$ cat src/rtl/swm_pkg.sv
// Shared types for the sliding-window median filter.
// Used by swm_cell and sliding_window_median_top; no dependencies.
package swm_pkg;

    localparam int SAMPLE_W = 32;
    localparam int MEDIAN_W = 33;
    localparam int CFG_W    = 6;

    typedef logic signed [SAMPLE_W-1:0] sample_t;
    typedef logic signed [MEDIAN_W-1:0] median_t;

    // Broadcast control from the top level to every cell.
    typedef struct packed {
        logic                 en;    // an input transfer updates the chain
        logic                 drop;  // window is full: the oldest sample leaves
        logic [SAMPLE_W-1:0]  smp;   // the incoming sample
    } swm_ctl_t;

    // Flags a cell hands to its right-hand neighbor.
    typedef struct packed {
        logic rem;   // a sample was removed at or left of this cell
        logic gt;    // this compacted slot holds a value above the new sample
    } swm_flags_t;

endpackage

$ cat src/rtl/swm_cell.sv
// One slot of the sorted window: holds a sample value and its age.
// Depends on swm_pkg; instantiated in a row by sliding_window_median_top.
module swm_cell
    import swm_pkg::*;
#(
    parameter int AW = 5
) (
    input  logic             clk,
    input  swm_ctl_t         ctl,
    input  logic [AW-1:0]    drop_age,
    input  logic             holds_old,   // slot holds a sample before this transfer
    input  logic             live,        // slot is inside the compacted window
    // From the left neighbor.
    input  swm_flags_t       l_flags,
    input  sample_t          l_cval,
    input  logic [AW-1:0]    l_cage,
    // From the right neighbor.
    input  sample_t          r_val,
    input  logic [AW-1:0]    r_age,
    input  logic             r_cmp,
    // To the right neighbor.
    output swm_flags_t       flags,
    output sample_t          cval,
    output logic [AW-1:0]    cage,
    // To the left neighbor and the median select.
    output sample_t          val,
    output logic [AW-1:0]    age,
    output logic             cmp
);

    sample_t         val_reg, val_next;
    logic [AW-1:0]   age_reg, age_next;
    sample_t         smp;
    logic            rm;

    assign smp = ctl.smp;

    // Compare against the new sample and detect the outgoing oldest sample.
    assign cmp = (val_reg > smp);
    assign rm  = ctl.drop && holds_old && (age_reg == drop_age);

    // Compacted view after the removal: slots right of the hole shift left.
    assign flags.rem = l_flags.rem | rm;
    assign cval      = flags.rem ? r_val : val_reg;
    assign cage      = flags.rem ? r_age : age_reg;
    assign flags.gt  = live ? (flags.rem ? r_cmp : cmp) : 1'b1;

    // Insertion: keep the compacted value, take the new sample, or shift right.
    always_comb
    begin
        if (!flags.gt)
        begin
            val_next = cval;
            age_next = cage + AW'(1);
        end
        else if (!l_flags.gt)
        begin
            val_next = smp;
            age_next = '0;
        end
        else
        begin
            val_next = l_cval;
            age_next = l_cage + AW'(1);
        end
    end

    // Slot contents are payload and need no reset.
    always_ff @(posedge clk)
    begin
        if (ctl.en)
        begin
            val_reg <= val_next;
            age_reg <= age_next;
        end
    end

    assign val = val_reg;
    assign age = age_reg;

endmodule

$ cat config.mk
export PLATFORM = sky130hd
export DESIGN_NAME = swm_cell
export DESIGN_NICKNAME = d
export VERILOG_FILES = /design/src/rtl/swm_pkg.sv /design/src/rtl/swm_cell.sv
export SDC_FILE = /design/constraint.sdc
export NUM_CORES = 1
export LEC_CHECK = 0
export ABC_AREA = 1
export BUFFER_PORTS_ARGS = -buffer_cell sky130_fd_sc_hd__buf_2
export CAP_MARGIN = 20
export CORE_MARGIN = 5
export CORE_UTILIZATION = 40
export CTS_CLUSTER_DIAMETER = 60
export DETAILED_ROUTE_END_ITERATION = 7
export HOLD_SLACK_MARGIN = 0.12
export PLACE_DENSITY = 0.78
export SLEW_MARGIN = 0
export SYNTH_ARGS = -nofsm -noshare
export SYNTH_HDL_FRONTEND = slang
export SYNTH_SLANG_ARGS = --single-unit
$ cat constraint.sdc
create_clock -name clk -period 2.5 [get_ports clk]
set_clock_uncertainty 0.15 [all_clocks]
set_input_delay 0.25 -clock clk [delete_from_list [all_inputs] [get_ports clk]]
set_output_delay 0.25 -clock clk [all_outputs]
set_load 0.01 [all_outputs]
==> flow_results.xml <==
<?xml version="1.0" encoding="UTF-8"?>
<metrics>
  <group name="status">
    <metric name="status" unit="">completed</metric>
  </group>
  <group name="synth">
    <metric name="netlist.top_cell.by_area" unit="">sky130_fd_sc_hd__edfxtp_1</metric>
    <metric name="postSynthRegisterBits" unit="">37</metric>
    <metric name="synth.top_cell.area_share" unit="%">30.8</metric>
    <metric name="synth_fp_nets" unit="">706</metric>
    <metric name="netlist_top_cells_area" unit="">sky130_fd_sc_hd__edfxtp_1 (31%), sky130_fd_sc_hd__nand2_1 (27%), sky130_fd_sc_hd__ha_1 (12%)</metric>
    <metric name="post_synth.cell_area_avg" unit="sq um">6.52</metric>
    <metric name="seq_area_frac_synth" unit="%">30.8</metric>
    <metric name="syn_inst_count" unit="">553</metric>
    <metric name="synthesis.area" unit="sq um">3600</metric>
    <metric name="post_synth_num_cell_types" unit="">26</metric>
    <metric name="ys.warnings.count" unit="">0</metric>
  </group>
  <group name="drt">
    <metric name="route.detailed.drc" unit="">0</metric>
    <metric name="vias_per_cell" unit="">4.98</metric>
    <metric name="wl" unit="um">12000</metric>
    <metric name="drt.antenna.violating_nets" unit="">0</metric>
    <metric name="vias_after_detailed_routing" unit="">4379</metric>
    <metric name="drt-initial-drc-count" unit="">238</metric>
    <metric name="drtPass1Iterations" unit="">5</metric>
    <metric name="wl_per_cell" unit="um">13.7</metric>
  </group>
  <group name="global_routing">
    <metric name="globalRouteTotalUtil" unit="%">20.3</metric>
    <metric name="initial_antenna_violation_count" unit="">0</metric>
    <metric name="global_route.overflow_total" unit="">0</metric>
    <metric name="grt_pass1_vias" unit="">4281</metric>
    <metric name="grt_pass1_wl" unit="um">19000</metric>
    <metric name="grt_max_degree" unit="">40</metric>
  </group>
  <group name="placement">
    <metric name="dp.final_hpwl" unit="um">8950</metric>
    <metric name="portBuffers" unit="">195</metric>
    <metric name="dpl.cell_count" unit="">842</metric>
    <metric name="globalplace.congestion" unit="">0.851</metric>
  </group>
  <group name="die">
    <metric name="start_util" unit="%">41.1</metric>
    <metric name="die_w" unit="um">105</metric>
    <metric name="die-area" unit="sq um">11000</metric>
    <metric name="ios" unit="">196</metric>
    <metric name="rows" unit="">34</metric>
    <metric name="floorplan.die.height" unit="um">105</metric>
    <metric name="core_region_area" unit="sq um">8760</metric>
  </group>
  <group name="timing">
    <metric name="finalHoldWorstSlack" unit="ns">0.178</metric>
    <metric name="rsz0062_at_grt" unit="">yes</metric>
    <metric name="timing_max_transition_violations_final" unit="">0</metric>
    <metric name="max_freq" unit="MHz">410</metric>
    <metric name="final_period_utilization" unit="%">97.5</metric>
    <metric name="setup-violations-final" unit="">0</metric>
    <metric name="hold_viol_final" unit="">0</metric>
    <metric name="finalWorstPathRequiredPeriod" unit="ns">2.44</metric>
    <metric name="worst_pin_slew" unit="ns">0.909</metric>
    <metric name="slew_headroom" unit="%">39.4</metric>
  </group>
  <group name="clock_network">
    <metric name="clkLatencyLatePin" unit="ns">0.30</metric>
    <metric name="cts.sinks" unit="">37</metric>
    <metric name="cts_htree_levels" unit="">2</metric>
    <metric name="cts_hold_buffers" unit="">0</metric>
    <metric name="cts_tree" unit="">built</metric>
    <metric name="clk_buf_depth" unit="">2</metric>
    <metric name="clk_transition_reported_paths" unit="ns">0.09</metric>
    <metric name="clk_root_buffer_cell" unit="">sky130_fd_sc_hd__clkbuf_8</metric>
    <metric name="cts_buffers" unit="">5</metric>
  </group>
  <group name="worst_hold_path">
    <metric name="path_category_of_the_worst_min_delay_check" unit="">primary input to flip-flop</metric>
  </group>
  <group name="final_layout">
    <metric name="synthToLayoutAreaGrowth" unit="%">43.7</metric>
    <metric name="stdcell_count" unit="">879</metric>
    <metric name="post_route_cells_drive_above_1_share" unit="%">35.9</metric>
    <metric name="postLayoutCoreUtil" unit="%">59.1</metric>
    <metric name="antenna_cells_inserted" unit="">0</metric>
    <metric name="number_of_flip_flops_under_the_largest_register_name" unit="">32</metric>
    <metric name="final_nets" unit="">923</metric>
  </group>
  <group name="setup_path">
    <metric name="required" unit="ns">2.10</metric>
    <metric name="worst_path_arrival_time" unit="ns">2.04</metric>
    <metric name="crit_path_cell_trace" unit="">ha_4 -&gt; nand2_2 -&gt; nor2_2 -&gt; nand2_1 -&gt; nand2_1 -&gt; nand2_1 -&gt; nand2_1 -&gt; nand2_2 -&gt; nand2_1 -&gt; nand2_1 -&gt; and3_1 -&gt; buf_2</metric>
    <metric name="critical_path.max_fanout" unit="">2</metric>
    <metric name="cp-end-kind" unit="">output port</metric>
    <metric name="critPathSlowestCell" unit="">sky130_fd_sc_hd__edfxtp_1</metric>
    <metric name="slowest_delay" unit="ns">0.44</metric>
    <metric name="critical_path_class" unit="">flip-flop to output port</metric>
    <metric name="startpoint_type" unit="">flip-flop</metric>
    <metric name="crit_path_frequent_cell" unit="">sky130_fd_sc_hd__nand2_1</metric>
  </group>
  <group name="run">
    <metric name="maxCapViolations" unit="">0</metric>
  </group>
  <group name="pwr">
    <metric name="power.static_leakage" unit="nW">2.98</metric>
    <metric name="peakVddDrop" unit="V">0.000205</metric>
    <metric name="power_density" unit="nW/um^2">437</metric>
  </group>
</metrics>
[metrics by stage]
step | setup TNS [ns] | area, sq um | setup WS (ns) | total power [W]
global route | -0.991 | 5180 | -0.0924 | 0.00243
detailed placement | 0 | 4660 | 0.0585 | 0.00170
global placement | 0 | 4660 | 0.156 | 0.00168
finish | 0 | 5180 | 0.0622 | 0.00226
CTS | 0 | 4880 | 0.0115 | 0.00218
floorplan | 0 | 3600 | 0.181 | 0.00135
[power breakdown]
part	leakage, nW	total [W]	switching [W]	internal (W)
Combinational	2.56	0.00101	0.000568	0.000445
Sequential	0.370	0.000821	0.0000490	0.000772
Clock	0.0439	0.000430	0.000237	0.000193
[metal layers]
| metal | vias up | global-route usage [%] | wire [um] |
|---|---|---|---|
| met1 | 1961 | 23.0 | 4720 |
| met5 | - | 0 | 0 |
| met3 | 18 | 4.13 | 838 |
| met4 | 0 | 5.02 | 153 |
| met2 | 183 | 38.4 | 6310 |
| li1 | 2217 | - | - |
[cell usage in the layout (no fill, tap or decap)]
cell type	Yosys	final
sky130_fd_sc_hd__a21oi_1	15	12
sky130_fd_sc_hd__a21oi_2	0	3
sky130_fd_sc_hd__inv_2	1	2
sky130_fd_sc_hd__inv_1	54	53
sky130_fd_sc_hd__ha_1	34	25
sky130_fd_sc_hd__nor2_1	18	13
sky130_fd_sc_hd__nand4_1	5	5
sky130_fd_sc_hd__nand2_2	1	6
sky130_fd_sc_hd__buf_6	3	1
sky130_fd_sc_hd__o21a_1	2	2
sky130_fd_sc_hd__clkinv_2	0	2
sky130_fd_sc_hd__buf_12	0	2
sky130_fd_sc_hd__clkbuf_8	0	5
sky130_fd_sc_hd__a21o_1	1	1
sky130_fd_sc_hd__nand2_4	0	1
sky130_fd_sc_hd__nand2_1	263	257
sky130_fd_sc_hd__o21ai_1	1	2
sky130_fd_sc_hd__o21ai_0	36	35
sky130_fd_sc_hd__buf_8	0	1
sky130_fd_sc_hd__nor3_2	1	1
sky130_fd_sc_hd__nand3_1	49	46
sky130_fd_sc_hd__clkinvlp_4	0	1
sky130_fd_sc_hd__buf_2	8	194
sky130_fd_sc_hd__xor2_1	4	4
sky130_fd_sc_hd__buf_4	6	38
sky130_fd_sc_hd__nand3_2	1	4
sky130_fd_sc_hd__edfxtp_1	37	37
sky130_fd_sc_hd__a21boi_4	0	1
sky130_fd_sc_hd__nand3b_1	1	1
sky130_fd_sc_hd__and3_1	1	1
sky130_fd_sc_hd__nor2_2	0	5
sky130_fd_sc_hd__nor3b_2	1	1
sky130_fd_sc_hd__ha_4	0	9
[synth_stat cells, drive strengths merged]
master and instances:
o21ai 37, nand3 50, a21boi 1, nor3 1, ha 34, inv 55
edfxtp 37, nand2 264, nor2 18, a21o 1, and3 1, nand4 5
buf 18, o21a 2, clkbuf 8, nand3b 1, xor2 4, nor3b 1
a21oi 15
[worst paths after layout]
check                                 from      end  slack (ns)  cells past startpoint
worst max register to register     val[18]   val[1]        0.11                     15
worst max-delay path                val[7]      cmp        0.06                     12
worst min-delay path            l_cval[18]  val[18]        0.18                      5
worst min register to register     val[18]  val[18]        0.60                      4
[cell type report]
cell class,count,area [sq um]
Tap cell,108,135
Fill cell,841,3580
Multi-Input combinational cell,435,2320
Clock inverter,3,17.5
Inverter,55,206
Timing Repair Buffer,236,1320
Sequential cell,37,1110
Clock buffer,5,68.8
[logic make-up (layout without fill, tap and decap cells)]
group	count (synthesis)	in the layout	synth area share, %
buffers and inverters	81	299	9.96
DFF	37	37	30.8
and+or+nand+nor	341	341	38.4
xor gates and xnor gates	4	4	0.972
adders and majority gates	34	34	11.8
AOI/OAI and AO/OA	56	56	8.05
[repair_timing]
| action | in CTS | in global routing |
|---|---|---|
| endpoints found under the setup margin | 2 | 59 |
| pin swaps | 3 | 10 |
| resized for setup | 5 | 34 |
| setup buffers | 14 | 15 |
[critical path: cells and delay by family (launching register included)]
family	cells	cell delay (ns)
adders and majority gates	1	0.30
and+or+nand+nor	10	0.86
buffers and inverters	1	0.15
DFF	1	0.44
Note: power is estimated with default switching activity, not from simulation.
